File: src/rtl/fshp_pkg.sv
// Shared constants, types and helpers for the fan speed hysteresis policy block.
package fshp_pkg;

  localparam int unsigned TempW    = 19;
  localparam int unsigned PctW     = 7;
  localparam int unsigned LevelsW  = 4 * PctW;
  localparam int unsigned FanW     = 5;
  localparam int unsigned FanCount = 5;
  localparam int unsigned CfgIdxW  = 3;
  localparam int unsigned CfgDataW = LevelsW;

  localparam logic [FanW-1:0] FanMask = FanW'((1 << FanCount) - 1);

  typedef logic signed [TempW-1:0] temp_t;
  typedef logic [PctW-1:0]         pct_t;
  typedef logic [LevelsW-1:0]      levels_t;
  typedef logic [CfgIdxW-1:0]      cfg_idx_t;
  typedef logic [1:0]              slot_t;

  localparam cfg_idx_t RegUpFull   = 3'd0;
  localparam cfg_idx_t RegUpHigh   = 3'd1;
  localparam cfg_idx_t RegUpMid    = 3'd2;
  localparam cfg_idx_t RegDownHigh = 3'd3;
  localparam cfg_idx_t RegDownMid  = 3'd4;
  localparam cfg_idx_t RegDownLow  = 3'd5;
  localparam cfg_idx_t RegLevels   = 3'd6;

  localparam slot_t SlotFull = 2'd0;
  localparam slot_t SlotHigh = 2'd1;
  localparam slot_t SlotMid  = 2'd2;
  localparam slot_t SlotLow  = 2'd3;

  localparam temp_t   RstUpFull   = 19'sd57500;
  localparam temp_t   RstUpHigh   = 19'sd53000;
  localparam temp_t   RstUpMid    = 19'sd49500;
  localparam temp_t   RstDownHigh = 19'sd52700;
  localparam temp_t   RstDownMid  = 19'sd47700;
  localparam temp_t   RstDownLow  = 19'sd42700;
  localparam levels_t RstLevels   = 28'd84961380;

  function automatic pct_t level_pct(levels_t levels, slot_t slot);
    pct_t pct;
    case (slot)
      SlotFull: pct = levels[PctW-1:0];
      SlotHigh: pct = levels[2*PctW-1:PctW];
      SlotMid:  pct = levels[3*PctW-1:2*PctW];
      SlotLow:  pct = levels[4*PctW-1:3*PctW];
      default:  pct = levels[PctW-1:0];
    endcase
    return pct;
  endfunction

endpackage

File: src/rtl/fan_speed_hysteresis_policy.sv
// Top level of the stepped fan speed policy with temperature hysteresis.
//
// Input channel: in_valid_i / in_stall_o carry two temperature readings in
// millidegrees and a mask of failed fans. Output channel: out_valid_o /
// out_stall_i carry a new fan duty percentage, emitted only when the
// selected level differs from the last committed one.
// A transaction is registered on acceptance into the evaluation stage, evaluated
// against the committed temperature and speed, and its result, if any, is
// registered into the output register as the stage advances. One transaction
// per cycle is sustained while out_stall_i is low; the single evaluation stage
// sets that figure, since the committed state is updated as the stage advances.
// When the receiver stalls with a result pending, the evaluation stage holds and
// in_stall_o rises once that stage is also occupied. Configuration writes
// (cfg_we_i, cfg_index_i, cfg_data_i) take effect at the next edge; the user
// makes them only while idle (the block does not enforce it); unknown indexes drop.
// Reset restores the default thresholds and levels, clears the committed
// temperature and speed, and empties both stages.
module fan_speed_hysteresis_policy (
  input  logic                              clk_i,
  input  logic                              rst_ni,
  input  logic                              in_valid_i,
  output logic                              in_stall_o,
  input  logic signed [fshp_pkg::TempW-1:0] temp_a_i,
  input  logic signed [fshp_pkg::TempW-1:0] temp_b_i,
  input  logic [fshp_pkg::FanW-1:0]         fan_failed_mask_i,
  output logic                              out_valid_o,
  input  logic                              out_stall_i,
  output logic [fshp_pkg::PctW-1:0]         speed_percent_o,
  input  logic                              cfg_we_i,
  input  logic [fshp_pkg::CfgIdxW-1:0]      cfg_index_i,
  input  logic [fshp_pkg::CfgDataW-1:0]     cfg_data_i
);

  fshp_pkg::temp_t   up_full_q, up_high_q, up_mid_q;
  fshp_pkg::temp_t   down_high_q, down_mid_q, down_low_q;
  fshp_pkg::levels_t levels_q;

  fshp_pkg::temp_t   last_temp_q, last_temp_d;
  fshp_pkg::pct_t    last_speed_q, last_speed_d;

  logic                      s1_valid_q;
  fshp_pkg::temp_t           s1_temp_a_q, s1_temp_b_q;
  logic [fshp_pkg::FanW-1:0] s1_mask_q;

  logic           out_valid_q, out_valid_d;
  fshp_pkg::pct_t out_pct_q, out_pct_d;

  logic                      advance, in_accept;
  logic signed [fshp_pkg::TempW:0] sum, sum_adj;
  fshp_pkg::temp_t           avg;
  fshp_pkg::slot_t           slot;
  logic                      no_change;
  fshp_pkg::pct_t            pct;
  logic                      emit;

  assign advance    = !out_valid_q || !out_stall_i;
  assign in_stall_o = s1_valid_q && !advance;
  assign in_accept  = in_valid_i && !in_stall_o;

  always_ff @(posedge clk_i or negedge rst_ni) begin
    if (!rst_ni) begin
      up_full_q   <= fshp_pkg::RstUpFull;
      up_high_q   <= fshp_pkg::RstUpHigh;
      up_mid_q    <= fshp_pkg::RstUpMid;
      down_high_q <= fshp_pkg::RstDownHigh;
      down_mid_q  <= fshp_pkg::RstDownMid;
      down_low_q  <= fshp_pkg::RstDownLow;
      levels_q    <= fshp_pkg::RstLevels;
    end else if (cfg_we_i) begin
      case (cfg_index_i)
        fshp_pkg::RegUpFull:   up_full_q   <= cfg_data_i[fshp_pkg::TempW-1:0];
        fshp_pkg::RegUpHigh:   up_high_q   <= cfg_data_i[fshp_pkg::TempW-1:0];
        fshp_pkg::RegUpMid:    up_mid_q    <= cfg_data_i[fshp_pkg::TempW-1:0];
        fshp_pkg::RegDownHigh: down_high_q <= cfg_data_i[fshp_pkg::TempW-1:0];
        fshp_pkg::RegDownMid:  down_mid_q  <= cfg_data_i[fshp_pkg::TempW-1:0];
        fshp_pkg::RegDownLow:  down_low_q  <= cfg_data_i[fshp_pkg::TempW-1:0];
        fshp_pkg::RegLevels:   levels_q    <= cfg_data_i[fshp_pkg::LevelsW-1:0];
        default: ;
      endcase
    end
  end

  // Average, truncating toward zero
  always_comb begin
    sum     = {s1_temp_a_q[fshp_pkg::TempW-1], s1_temp_a_q}
            + {s1_temp_b_q[fshp_pkg::TempW-1], s1_temp_b_q};
    sum_adj = sum + {{fshp_pkg::TempW{1'b0}}, sum[fshp_pkg::TempW] & sum[0]};
    avg     = sum_adj[fshp_pkg::TempW:1];
  end

  always_comb begin
    no_change = 1'b0;
    if ((s1_mask_q & fshp_pkg::FanMask) != '0) begin
      slot = fshp_pkg::SlotFull;
    end else if (avg == last_temp_q) begin
      slot      = fshp_pkg::SlotFull;
      no_change = 1'b1;
    end else if (avg > last_temp_q) begin
      if (avg >= up_full_q) slot = fshp_pkg::SlotFull;
      else if (avg >= up_high_q) slot = fshp_pkg::SlotHigh;
      else if (avg >= up_mid_q) slot = fshp_pkg::SlotMid;
      else slot = fshp_pkg::SlotLow;
    end else begin
      if (avg <= down_low_q) slot = fshp_pkg::SlotLow;
      else if (avg <= down_mid_q) slot = fshp_pkg::SlotMid;
      else if (avg <= down_high_q) slot = fshp_pkg::SlotHigh;
      else slot = fshp_pkg::SlotFull;
    end
    pct  = fshp_pkg::level_pct(levels_q, slot);
    emit = s1_valid_q && !no_change && (pct != last_speed_q);
  end

  always_comb begin
    last_temp_d  = last_temp_q;
    last_speed_d = last_speed_q;
    out_valid_d  = out_valid_q && out_stall_i;
    out_pct_d    = out_pct_q;
    if (advance && emit) begin
      last_temp_d  = avg;
      last_speed_d = pct;
      out_valid_d  = 1'b1;
      out_pct_d    = pct;
    end
  end

  always_ff @(posedge clk_i or negedge rst_ni) begin
    if (!rst_ni) begin
      s1_valid_q   <= 1'b0;
      out_valid_q  <= 1'b0;
      last_temp_q  <= '0;
      last_speed_q <= '0;
    end else begin
      if (advance || in_accept) s1_valid_q <= in_accept;
      out_valid_q  <= out_valid_d;
      last_temp_q  <= last_temp_d;
      last_speed_q <= last_speed_d;
    end
  end

  always_ff @(posedge clk_i) begin
    if (in_accept) begin
      s1_temp_a_q <= temp_a_i;
      s1_temp_b_q <= temp_b_i;
      s1_mask_q   <= fan_failed_mask_i;
    end
    out_pct_q <= out_pct_d;
  end

  assign out_valid_o     = out_valid_q;
  assign speed_percent_o = out_pct_q;

endmodule
File: config.mk
export PLATFORM = sky130hd
export DESIGN_NAME = fan_speed_hysteresis_policy
export DESIGN_NICKNAME = d
export VERILOG_FILES = /design/src/rtl/fshp_pkg.sv /design/src/rtl/fan_speed_hysteresis_policy.sv
export SDC_FILE = /design/constraint.sdc
export NUM_CORES = 1
export LEC_CHECK = 0
export CAP_MARGIN = 20
export CELL_PAD_IN_SITES_DETAIL_PLACEMENT = 2
export CELL_PAD_IN_SITES_GLOBAL_PLACEMENT = 2
export CORE_AREA = 2 2 140 278
export DETAILED_ROUTE_END_ITERATION = 12
export DIE_AREA = 0 0 142 280
export DONT_BUFFER_PORTS = 1
export PLACE_DENSITY = 0.66
export RECOVER_POWER = 25
export SLEW_MARGIN = 10
export SYNTH_ARGS = -nofsm -noshare
export SYNTH_HDL_FRONTEND = slang
export SYNTH_SLANG_ARGS = --single-unit
File: constraint.sdc
create_clock -name clk_i -period 17.2 [get_ports clk_i]
set_clock_uncertainty 0.1 [all_clocks]
set_input_delay 3.44 -clock clk_i [delete_from_list [all_inputs] [get_ports clk_i]]
set_output_delay 3.44 -clock clk_i [all_outputs]
set_load 0.05 [all_outputs]
==> results_dict.tcl <==
set metrics [dict create \
    via_per_inst 5.38 \
    yosysWarnings 0 \
    dieArea_mm2 0.0398 \
    cts_tree "done" \
    mappedNetlistNets 1456 \
    min_path_type "reg -> reg" \
    crit_path_end_kind "register" \
    drv_cap 0 \
    async_flop_share 0.773 \
    met3_length_um 1050 \
    synth.distinct_cells 78 \
    drc_errors 0 \
    drive_gt1_frac 0.187 \
    globalplace.congestion 0.831 \
    yosysTopAreaCell "dfrtp_1" \
    num_antenna_cells 0 \
    cts_setup_buffers 0 \
    crit_top_cell "ha_1" \
    grt_util_all_layers 0.209 \
    tightest_slew_ns 1.17 \
    area_growth_pct 11.2 \
    clkTransAtPathRegs_ns 0.06 \
    outcome "finished clean" \
    cp.required_ns 17.53 \
    dr_wl_met2_um 23400 \
    final_antenna_net_count 0 \
    drt_iter0_markers 217 \
    io_buffer_count 0 \
    synth_area_leaders "dfrtp_1 (22%), ha_1 (15%), edfxtp_1 (12%), dfstp_2 (11%), mux2_2 (6.6%)" \
    fp.dieW_um 142 \
    synth-edff-count 50 \
    synth-seq-area-share 0.448 \
    hold_viol 0 \
    final_common_cell "ha_1" \
    cts-root-buf "clkbuf_16" \
    rows 101 \
    cpMaxStageDelayCell "xor2_1" \
    final_cell_mix "ha_1 (153), inv_1 (151), nand2_1 (125)" \
    hold_buffers 0 \
    wl_per_cell_um 23.1 \
    htreeDepth 1 \
    finalCritPeriodShare 0.517 \
    slew_viol_final 0 \
    die_y_um 280 \
    startpoint_type "register" \
    vdd_drop_max_mv 0.0824 \
    first_global_vias 10500 \
    rsz0062_at_grt "false" \
    period_needed_ns 8.89 \
    dp_hpwl_um 30500 \
    syn-cell-area_mm2 0.0130 \
    netlist.area_leader.share 0.220 \
    cp_max_fo 33 \
    synth_flop_cell "dfrtp_1" \
    core_area_mm2 0.0378 \
    crit_family "simple AND/OR/NAND/NOR gates" \
    top_layer_used "met4" \
    slowest_delay_ns 0.80 \
    worstPathArrival_ns 9.22 \
    slew_headroom 0.216 \
    first_pass_iters 4 \
    cts_resized 0 \
    gr-total-overflow 0 \
    fin_hold_ws_ns 0.405 \
    power_leakage_nw 6.38 \
    final_nets 1479 \
    drt-met1-wl_um 13700 \
    num_vias 9293 \
    place_area_mm2 0.0137 \
    numCtsBuffers 24 \
    post-route-cell-area_mm2 0.0145 \
    drt_wl_total_um 39900 \
    total_power_mw 1.99 \
    setup_violations 0 \
    finalSetupTns_ns 0 \
    synth_seq_cells 220 \
    cts_buffer_depth 3 \
    grt_max_degree 171 \
    avgSynthCellArea_um2 10.6 \
    powerDensity_mw_per_mm2 138 \
    io-pin-count 88 \
    fill_cells 3968 \
    antenna_found_initial 0 \
    insertion_delay_ns 0.58 \
    synthCells 1223 \
    max_clock_freq_mhz 112 \
    grt_pass1_wl_um 62000 \
    start_util 0.344 \
    criticalPathCategory "reg -> reg" \
    numClockSinks 220 \
    crit_buf_inv 2 \
]
==> final timing paths <==
check	from	to	slack, ns	cells past startpoint
setup / recovery	s1_temp_a_q[8]	last_temp_q[18]	8.31	28
hold / removal	levels_q[7]	levels_q[7]	0.41	1
setup reg to reg	s1_temp_a_q[8]	last_temp_q[18]	8.31	28
hold reg to reg	levels_q[7]	levels_q[7]	0.41	1
max in group asynchronous	rst_ni	up_mid_q[14]	14.16	0
min in group asynchronous	rst_ni	out_valid_o	2.46	0
==> stage by stage <==
step	instances	utilization	worst slack, ns
floorplan	1223	-	9.76
global placement	1681	0.361	7.88
detailed placement	1682	0.361	7.73
CTS	1726	0.382	7.67
global route	1727	0.382	7.66
finish	1727	0.382	8.31
==> synth_stat cells (all sizes together) (3+ instances only) <==
library cell  instances
mux4                  3
buf                   5
a221oi                3
nand2b               10
nor3                 16
and4                  7
o31ai                 4
dfrtp               114
a2111oi               3
nor2b                12
xnor2                22
clkbuf               21
a21oi                56
a21o                 15
dfstp                56
o21ai               107
nand3                15
inv                 151
and2                  6
o211ai                7
and3                  5
edfxtp               50
xor2                 13
or3                   4
mux2i                 6
nor2                 38
o21a                  3
ha                  153
nand4                19
a221o                 3
nand4b                3
mux2                 99
nor3b                 3
nand2               125
nor4b                 5
or2                   5
a31oi                 7
nand3b                4
o21bai                4
a211oi               13
==> routing by layer <==
metal / vias to the layer above / global-route usage
met5: - / 0
met4: 0 / 0.0882
met3: 64 / 0.0247
met2: 117 / 0.426
met1: 4768 / 0.204
li1: 4344 / -
==> final cells by class <==
class / count / area [um2] / share of cell area
clock buffers: 34 / 711 / 0.0492
multi-input cells: 826 / 6520 / 0.451
flip-flops and latches: 220 / 5830 / 0.403
well taps: 463 / 579 / 0.0401
clock inverters: 10 / 75.1 / 0.00519
inverters: 151 / 567 / 0.0392
repair buffers: 23 / 173 / 0.0119
==> report_power, final <==
group	switching [mW]	internal (mW)	total, mW
logic	0.422	0.309	0.730
registers	0.0721	0.671	0.743
clock network	0.230	0.290	0.521
==> state kept, by name (all words and copies together), names as in the netlist, 5 cells and up <==
signal / cells
down_high_q: 19
down_low_q: 19
down_mid_q: 19
last_speed_q: 7
last_temp_q: 19
levels_q: 28
s1_mask_q: 5
s1_temp_a_q: 19
s1_temp_b_q: 19
speed_percent_o: 7
up_full_q: 19
up_high_q: 19
up_mid_q: 19
==> kinds of logic (layout without fill, tap and decap cells) <==
family | Yosys count | after routing | synth area share
DFF | 220 | 220 | 0.448
muxes | 108 | 108 | 0.101
AOI/OAI and AO/OA | 244 | 244 | 0.117
xor gates and xnor gates | 35 | 35 | 0.0236
and+or+nand+nor | 285 | 285 | 0.109
adders and majority gates | 154 | 154 | 0.149
buffers and inverters | 177 | 218 | 0.0527
Power figures use the tool's default switching activity.
